File: config.mk
export PLATFORM = sky130hd
export DESIGN_NAME = uvs_sqrt_cell
export DESIGN_NICKNAME = d
export VERILOG_FILES = /design/src/hdl/unit_vector_slerp_defines.svh /design/src/hdl/uvs_pkg.sv /design/src/hdl/uvs_sqrt_cell.sv
export SDC_FILE = /design/constraint.sdc
export NUM_CORES = 1
export LEC_CHECK = 0
export ABC_AREA = 1
export BUFFER_PORTS_ARGS = -buffer_cell sky130_fd_sc_hd__buf_2
export CAP_MARGIN = 20
export CORE_MARGIN = 2
export CORE_UTILIZATION = 46
export DETAILED_ROUTE_END_ITERATION = 10
export PLACE_DENSITY = 0.71
export SLEW_MARGIN = 20
export SYNTH_ARGS = -nofsm -noshare
export SYNTH_HDL_FRONTEND = slang
export SYNTH_SLANG_ARGS = --single-unit
File: constraint.sdc
create_clock -name clk -period 0.8 [get_ports clk]
set_input_delay 0.2 -clock clk [delete_from_list [all_inputs] [get_ports clk]]
set_output_delay 0.2 -clock clk [all_outputs]
set_load 0.01 [all_outputs]
File: src/hdl/unit_vector_slerp_defines.svh
// Assertion macros for the unit_vector_slerp block.
// Used by modules that have clk and rst_n in scope; no other dependencies.
`ifndef UNIT_VECTOR_SLERP_DEFINES_SVH
`define UNIT_VECTOR_SLERP_DEFINES_SVH

// Same-cycle implication, checked outside reset.
`define UVS_ASSERT_IMP(lbl, ante, cons) \
    lbl: assert property (@(posedge clk) disable iff (!rst_n) (ante) |-> (cons)) \
        else $error("unit_vector_slerp: check failed");

// Next-cycle implication, checked outside reset.
`define UVS_ASSERT_NEXT(lbl, ante, cons) \
    lbl: assert property (@(posedge clk) disable iff (!rst_n) (ante) |=> (cons)) \
        else $error("unit_vector_slerp: check failed");

`endif

File: src/hdl/uvs_pkg.sv
// Shared types and constants for unit_vector_slerp.
// No dependencies.
`default_nettype none

package uvs_pkg;

    localparam int CW     = 36;   // CORDIC datapath width (x, y and angle)
    localparam int RAD_W  = 31;   // radicand width for the root
    localparam int ROOT_W = 16;   // root width
    localparam int THR_W  = 15;

    localparam logic signed [CW-1:0] Q30_PI      = 36'sd3373259426;
    localparam logic signed [CW-1:0] Q30_HALF_PI = 36'sd1686629713;
    localparam int INVK_LIMIT = 652032874;
    localparam int INVK_THIRD = INVK_LIMIT / 3;
    localparam int NEAR_ZERO  = 26844;
    localparam logic [16:0] BLEND_ONE = 17'd32768;
    localparam logic [THR_W-1:0] THR_RESET = 15'd32751;

    // lane modes of a CORDIC cell
    localparam logic MODE_VEC = 1'b0;
    localparam logic MODE_ROT = 1'b1;

    typedef logic [THR_W-1:0] thr_t;

    typedef struct packed {
        logic signed [15:0] from_x;
        logic signed [15:0] from_y;
        logic signed [15:0] from_z;
        logic signed [15:0] to_x;
        logic signed [15:0] to_y;
        logic signed [15:0] to_z;
        logic        [15:0] blend;
    } in_t;

    typedef struct packed {
        logic signed [15:0] out_x;
        logic signed [15:0] out_y;
        logic signed [15:0] out_z;
    } out_t;

    typedef struct packed {
        logic signed [CW-1:0] x;
        logic signed [CW-1:0] y;
        logic signed [CW-1:0] z;
    } cordic_t;

    // atan(2^-i) in Q.30, truncated
    function automatic logic signed [CW-1:0] atan_q30(input int unsigned i);
        logic signed [CW-1:0] r;
        case (i)
            0:  r = 36'sd843314856;
            1:  r = 36'sd497837829;
            2:  r = 36'sd263043836;
            3:  r = 36'sd133525158;
            4:  r = 36'sd67021686;
            5:  r = 36'sd33543515;
            6:  r = 36'sd16769706;
            7:  r = 36'sd8386389;
            8:  r = 36'sd4194282;
            9:  r = 36'sd2097149;
            10: r = 36'sd1048575;
            11: r = 36'sd524287;
            12: r = 36'sd262143;
            13: r = 36'sd131071;
            14: r = 36'sd65535;
            15: r = 36'sd32767;
            16: r = 36'sd16383;
            17: r = 36'sd8191;
            18: r = 36'sd4095;
            19: r = 36'sd2047;
            20: r = 36'sd1023;
            21: r = 36'sd511;
            22: r = 36'sd255;
            23: r = 36'sd127;
            default: r = '0;
        endcase
        return r;
    endfunction

endpackage

`default_nettype wire

File: src/hdl/uvs_sqrt_cell.sv
// One bit of the digit-by-digit integer square root, registered.
// Depends on uvs_pkg.
`default_nettype none

module uvs_sqrt_cell #(
    parameter int BIT = 15,
    parameter int SW  = 1
) (
    input  wire logic                      clk,
    input  wire logic                      rst_n,
    input  wire logic                      en,
    input  wire logic                      vld_in,
    input  wire logic [uvs_pkg::RAD_W-1:0]  rem_in,
    input  wire logic [uvs_pkg::ROOT_W-1:0] root_in,
    input  wire logic [SW-1:0]             side_in,
    output logic                           vld_out,
    output logic [uvs_pkg::RAD_W-1:0]      rem_out,
    output logic [uvs_pkg::ROOT_W-1:0]     root_out,
    output logic [SW-1:0]                  side_out
);
    import uvs_pkg::*;

    logic                 vld_reg;
    logic [RAD_W-1:0]     rem_reg, rem_next;
    logic [ROOT_W-1:0]    root_reg, root_next;
    logic [SW-1:0]        side_reg;
    logic [RAD_W+1:0]     trial;

    // (root + 2^b)^2 - root^2 = root*2^(b+1) + 2^(2b)
    always_comb
    begin
        trial     = ((RAD_W+2)'(root_in) << (BIT + 1)) + ((RAD_W+2)'(1) << (2 * BIT));
        rem_next  = rem_in;
        root_next = root_in;
        if (trial <= (RAD_W+2)'(rem_in))
        begin
            rem_next  = RAD_W'((RAD_W+2)'(rem_in) - trial);
            root_next = root_in | (ROOT_W'(1) << BIT);
        end
    end

    always_ff @(posedge clk or negedge rst_n)
    begin
        if (!rst_n)
            vld_reg <= 1'b0;
        else if (en)
            vld_reg <= vld_in;
    end

    always_ff @(posedge clk)
    begin
        if (en)
        begin
            rem_reg  <= rem_next;
            root_reg <= root_next;
            side_reg <= side_in;
        end
    end

    assign vld_out  = vld_reg;
    assign rem_out  = rem_reg;
    assign root_out = root_reg;
    assign side_out = side_reg;

endmodule

`default_nettype wire

# After elaboration in Yosys (flattened, before gate mapping)
# Cells that the tools add are included.
# W data, S select, Z words.
[word_totals] wordCells=9 reg_bits=49
[op_classes] order_cmp=1 n_mux=1 add_sub_neg=2
[op_table] op="$add A32 B31 Y33 const B" count=1
[op_table] op="$le A33 B31 Y1" count=1
[op_table] op="$mux W31" count=1
[op_table] op="$sub A31 B31 Y31" count=1

# Logic depth before layout (Yosys ltp)
[depth] ltp_word=3 ltp_mapped=14 mapped_depth_nobuf=14

# Worst setup path before layout
# Ideal clock, no wire load.
[synth_timing] path_type="in2reg" from="in rem_in[16] in the netlist's numbering" to="reg rem_reg[30] (netlist: rem_out[30]), data pin" arrival_time_ns=1.671 slack_ns=-1.124 path_stages=14 cell_sequence="inv_1 -> ha_1 -> inv_1 -> fa_1 -> nand2_1 -> nand2_1 -> o21ai_0 -> o21ai_0 -> nand2_1 -> nand2_1 -> nand2_1 -> nand2_1 -> nand2_1 -> nand2_1"
[synth_via] elab_chain_len=2
[synth_lines] item="start, declared" line_no="uvs_sqrt_cell.sv:13" rtl="input wire logic [uvs_pkg::RAD_W-1:0] rem_in,"
[synth_lines] item="$sub A31 B31 Y31 or $le A33 B31 Y1 (tied branches)" line_no="uvs_sqrt_cell.sv:37, uvs_sqrt_cell.sv:35"
[synth_lines] item="$mux W31 (*)" line_no="uvs_sqrt_cell.sv:35" rtl="if (trial <= (RAD_W+2)'(rem_in))"
[synth_lines] item="net rem_next[30]" line_no="uvs_sqrt_cell.sv:24" rtl="logic [RAD_W-1:0] rem_reg, rem_next;"
[synth_lines] item="end signal, assigned" line_no="uvs_sqrt_cell.sv:54" rtl="rem_reg <= rem_next;"
[synth_lines] item="end, declared" line_no="uvs_sqrt_cell.sv:24"
# The timed path passes the listed nets; every way through them passes the cells marked *.
# A chain may end at the register's enable or synchronous reset.

# Final worst setup path
[layout_timing] from="in rem_in[24] in the netlist's numbering" to="reg rem_reg[19] (netlist: rem_out[19]), data pin"
[layout_via] elab_chain_len=2
[layout_lines] item="$le A33 B31 Y1" line_no="uvs_sqrt_cell.sv:35"
[layout_lines] item="$mux W31" line_no="uvs_sqrt_cell.sv:35"
[layout_lines] item="net rem_next[19]" line_no="uvs_sqrt_cell.sv:24"
# The timed path passes the listed nets, and every way through them passes these cells.

==> flow_metrics.py <==
metrics = {
    "status": {
        "outcome": "finished, violations left",
        "violations": "negative setup slack",
    },
    "sta": {
        "setup_slack_ns": -0.765,
        "finalSetupViolCount": 65,
        "slew_violations": 0,
        "fmax_ghz": 0.639,
        "fin_skew_ns": 0,
        "period_share_pct": 196,
        "worstMarginPinSlew_ns": 0.294,
        "finalCriticalPeriod_ns": 1.57,
        "hold_viol": 0,
        "relSlewSlack_pct": 80.2,
        "whs_ns": 0.0562,
        "rsz0062_at_grt": "true",
    },
    "route": {
        "avgRoutedWirePerCell_um": 14.5,
        "drc": 0,
        "drt_iter0_markers": 116,
        "postRouteWirelength_um": 8820,
        "drtAntennaViolNets": 0,
        "avgViaCountPerCell": 5.08,
        "drtPass1Iterations": 6,
        "vias": 3086,
    },
    "synth": {
        "synth_fp_nets": 432,
        "yosys_warnings": 0,
        "syn_inst": 349,
        "yosysSeqAreaShare_pct": 47.2,
        "ys_ff_latch": 49,
        "ys_types": 31,
        "synth_edf_count": 48,
        "ys.flop_type": "edfxtp_1",
        "avgSynthCellArea_um2": 8.89,
        "syn-cell-area_um2": 3100,
        "postSynth.asyncResetShare_pct": 2.04,
    },
    "floorplan": {
        "core_um2": 6420,
        "die_h_um": 86.2,
        "io-pin-count": 101,
        "initial_utilization_pct": 48.3,
        "dieArea_um2": 7420,
        "rows": 29,
        "die_x_um": 86.2,
    },
    "grt": {
        "antenna_found_initial": 0,
        "grt_pass1_wl_um": 13600,
        "grt_max_degree": 29,
        "grt_pass1_vias": 2975,
        "overflow": 0,
        "track_usage_pct": 23.5,
    },
    "critical_path": {
        "crit_path_end_kind": "flip-flop",
        "slowest_delay_ns": 0.29,
        "cp_data_arrival_time_ns": 1.64,
        "critPathKind": "in -> reg",
        "worstSetupStartpointType": "input port",
        "critical_path.max_fanout": 7,
        "cp_slowest_cell": "ha_4",
        "worstPathCellList": "buf_8 > inv_4 > ha_4 > nand2_4 > nor2_4 > nand3_2 > nor2_4 > nand3_2 > nand4_4 > nand2_4 > nand2_2 > nand2_1",
        "required_ns": 0.88,
    },
    "layout": {
        "final_common_cell": "buf_2",
        "layout-drive-gt1-share_pct": 54.8,
        "antenna_cells": 0,
        "final_cells": 608,
        "area_growth_syn_to_layout_pct": 60.5,
        "n_fill_cell": 436,
        "fin_area_um2": 4980,
        "seq_area_um2": 1470,
        "multi_input_area_um2": 1830,
        "final_cell_mix": "buf_2, nand2_1, buf_4",
        "fin_nets": 613,
    },
    "clock_tree": {
        "clockBufferDepth": 2,
        "cts_sinks": 49,
        "cts_buffers": 5,
        "cts_htree_levels": 2,
        "cts-root-buf": "clkbuf_8",
        "path_clk_slew_ns": 0.10,
        "clock_latency_ns": 0.31,
        "cts_tree": "done",
    },
    "place": {
        "dpl-instance-area_um2": 4370,
        "numPortBuffers": 100,
        "dp_hpwl_um": 6420,
        "gp_congestion": 0.859,
        "dp.cells": 584,
    },
    "power": {
        "clkPwrFrac_pct": 22.2,
        "power.density_nw_per_um2": 1420,
        "p_leak_nw": 2.45,
        "pwr-share-comb_pct": 33.7,
        "switching_share_pct": 31.6,
        "power.internal_w": 0.00484,
        "vdd_drop_max_v": 0.000914,
        "power.switching_w": 0.00224,
        "p_seq_share_pct": 44.1,
        "power_w": 0.00708,
    },
    "worst_hold_path": {
        "hp-class": "in -> reg",
    },
    "flow_run": {
        "drv_cap": 0,
    },
}
## through the flow
| step | setup slack [ns] | utilization, % | setup TNS, ns |
|---|---|---|---|
| after floorplan | -0.889 | - | -13.53 |
| after global placement | -1.14 | 68.1 | -21.40 |
| final | -0.765 | 77.6 | -22.74 |
| after global routing | -0.802 | 77.6 | -24.89 |
| after CTS | -0.694 | 75.3 | -22.49 |
| after detailed placement | -1.13 | 68.1 | -21.61 |
## sequential cells by signal, indices dropped and copies added, names as in the netlist
register / cells
rem_out: 31
root_out: 16
side_out: 1
vld_out: 1
## worst max-delay path, delay by kind of cell
| family | cells | cell delay, ns |
|---|---|---|
| adder cells (fa/ha/maj) | 1 | 0.29 |
| buffers and inverters | 2 | 0.11 |
| AND/OR/NAND/NOR | 9 | 1.05 |
## cell families after synthesis
family,count (synthesis),share of synthesized area (%)
xor gates and xnor gates,9,2.54
adders and majority gates,31,12.7
muxes,1,0.363
buffers and inverters,72,9.11
and+or+nand+nor,160,23.4
AOI/OAI and AO/OA,27,4.64
DFF,49,47.2
## final cells by class
cell class	count	area share, %
flip-flops and latches	49	29.4
repair buffers	176	24.4
inverters	69	5.65
clock buffers	5	1.38
well taps	77	1.93
multi-input cells	229	36.7
clock inverters	3	0.502
## layer usage
| metal | GRT usage, % | vias up | routed length, um |
|---|---|---|---|
| met5 | 0 | - | 0 |
| li1 | - | 1488 | - |
| met2 | 40.8 | 129 | 4510 |
| met3 | 2.79 | 14 | 515 |
| met4 | 7.07 | 0 | 182 |
| met1 | 30.7 | 1455 | 3600 |
## final timing paths
check | startpoint | to | slack [ns] | depth (start not counted)
hold reg to reg | vld_out | vld_out | 0.52 | 1
setup reg to reg | vld_out | vld_out | 0.05 | 1
min in group asynchronous | rst_n | vld_out | 0.19 | 2
setup / recovery | rem_in[24] | rem_out[19] | -0.77 | 12
max in group asynchronous | rst_n | vld_out | 0.53 | 2
hold / removal | side_in | side_out | 0.06 | 1
## power groups by stage
stage	Sequential (W)	Combinational, W	Clock (W)
final	0.00313	0.00238	0.00157
after global routing	0.00314	0.00259	0.00169
after CTS	0.00313	0.00222	0.00162
after detailed placement	0.00318	0.00197	0
after global placement	0.00318	0.00194	0
after floorplan	0.00332	0.000873	0
## cells in the mapped netlist (2+ instances only)
library cell | n | share of area, %
nand2_1 | 97 | 12
xnor2_1 | 3 | 0.85
nand3_2 | 3 | 0.97
edfxtp_1 | 48 | 46
a21oi_1 | 16 | 2.6
ha_1 | 30 | 12
nand2_2 | 3 | 0.60
nand4_1 | 3 | 0.60
inv_1 | 68 | 8.2
nand3_1 | 23 | 3.7
nor2_4 | 2 | 0.73
o21bai_1 | 3 | 0.73
nor2_2 | 2 | 0.40
nor3_1 | 3 | 0.48
xor2_1 | 6 | 1.7
nor2_1 | 18 | 2.2
o21ai_0 | 7 | 1.1
## what timing repair did
item | in CTS | in global routing
gates resized for setup | 80 | 36
cloned | 1 | 0
hold buffers | 1 | 0
setup buffers | 9 | 5
hold endpoints to repair | 1 | 0
setup endpoints to repair | 65 | 65
pin swaps | 49 | 20
Note: power is estimated with default switching activity, not from simulation.
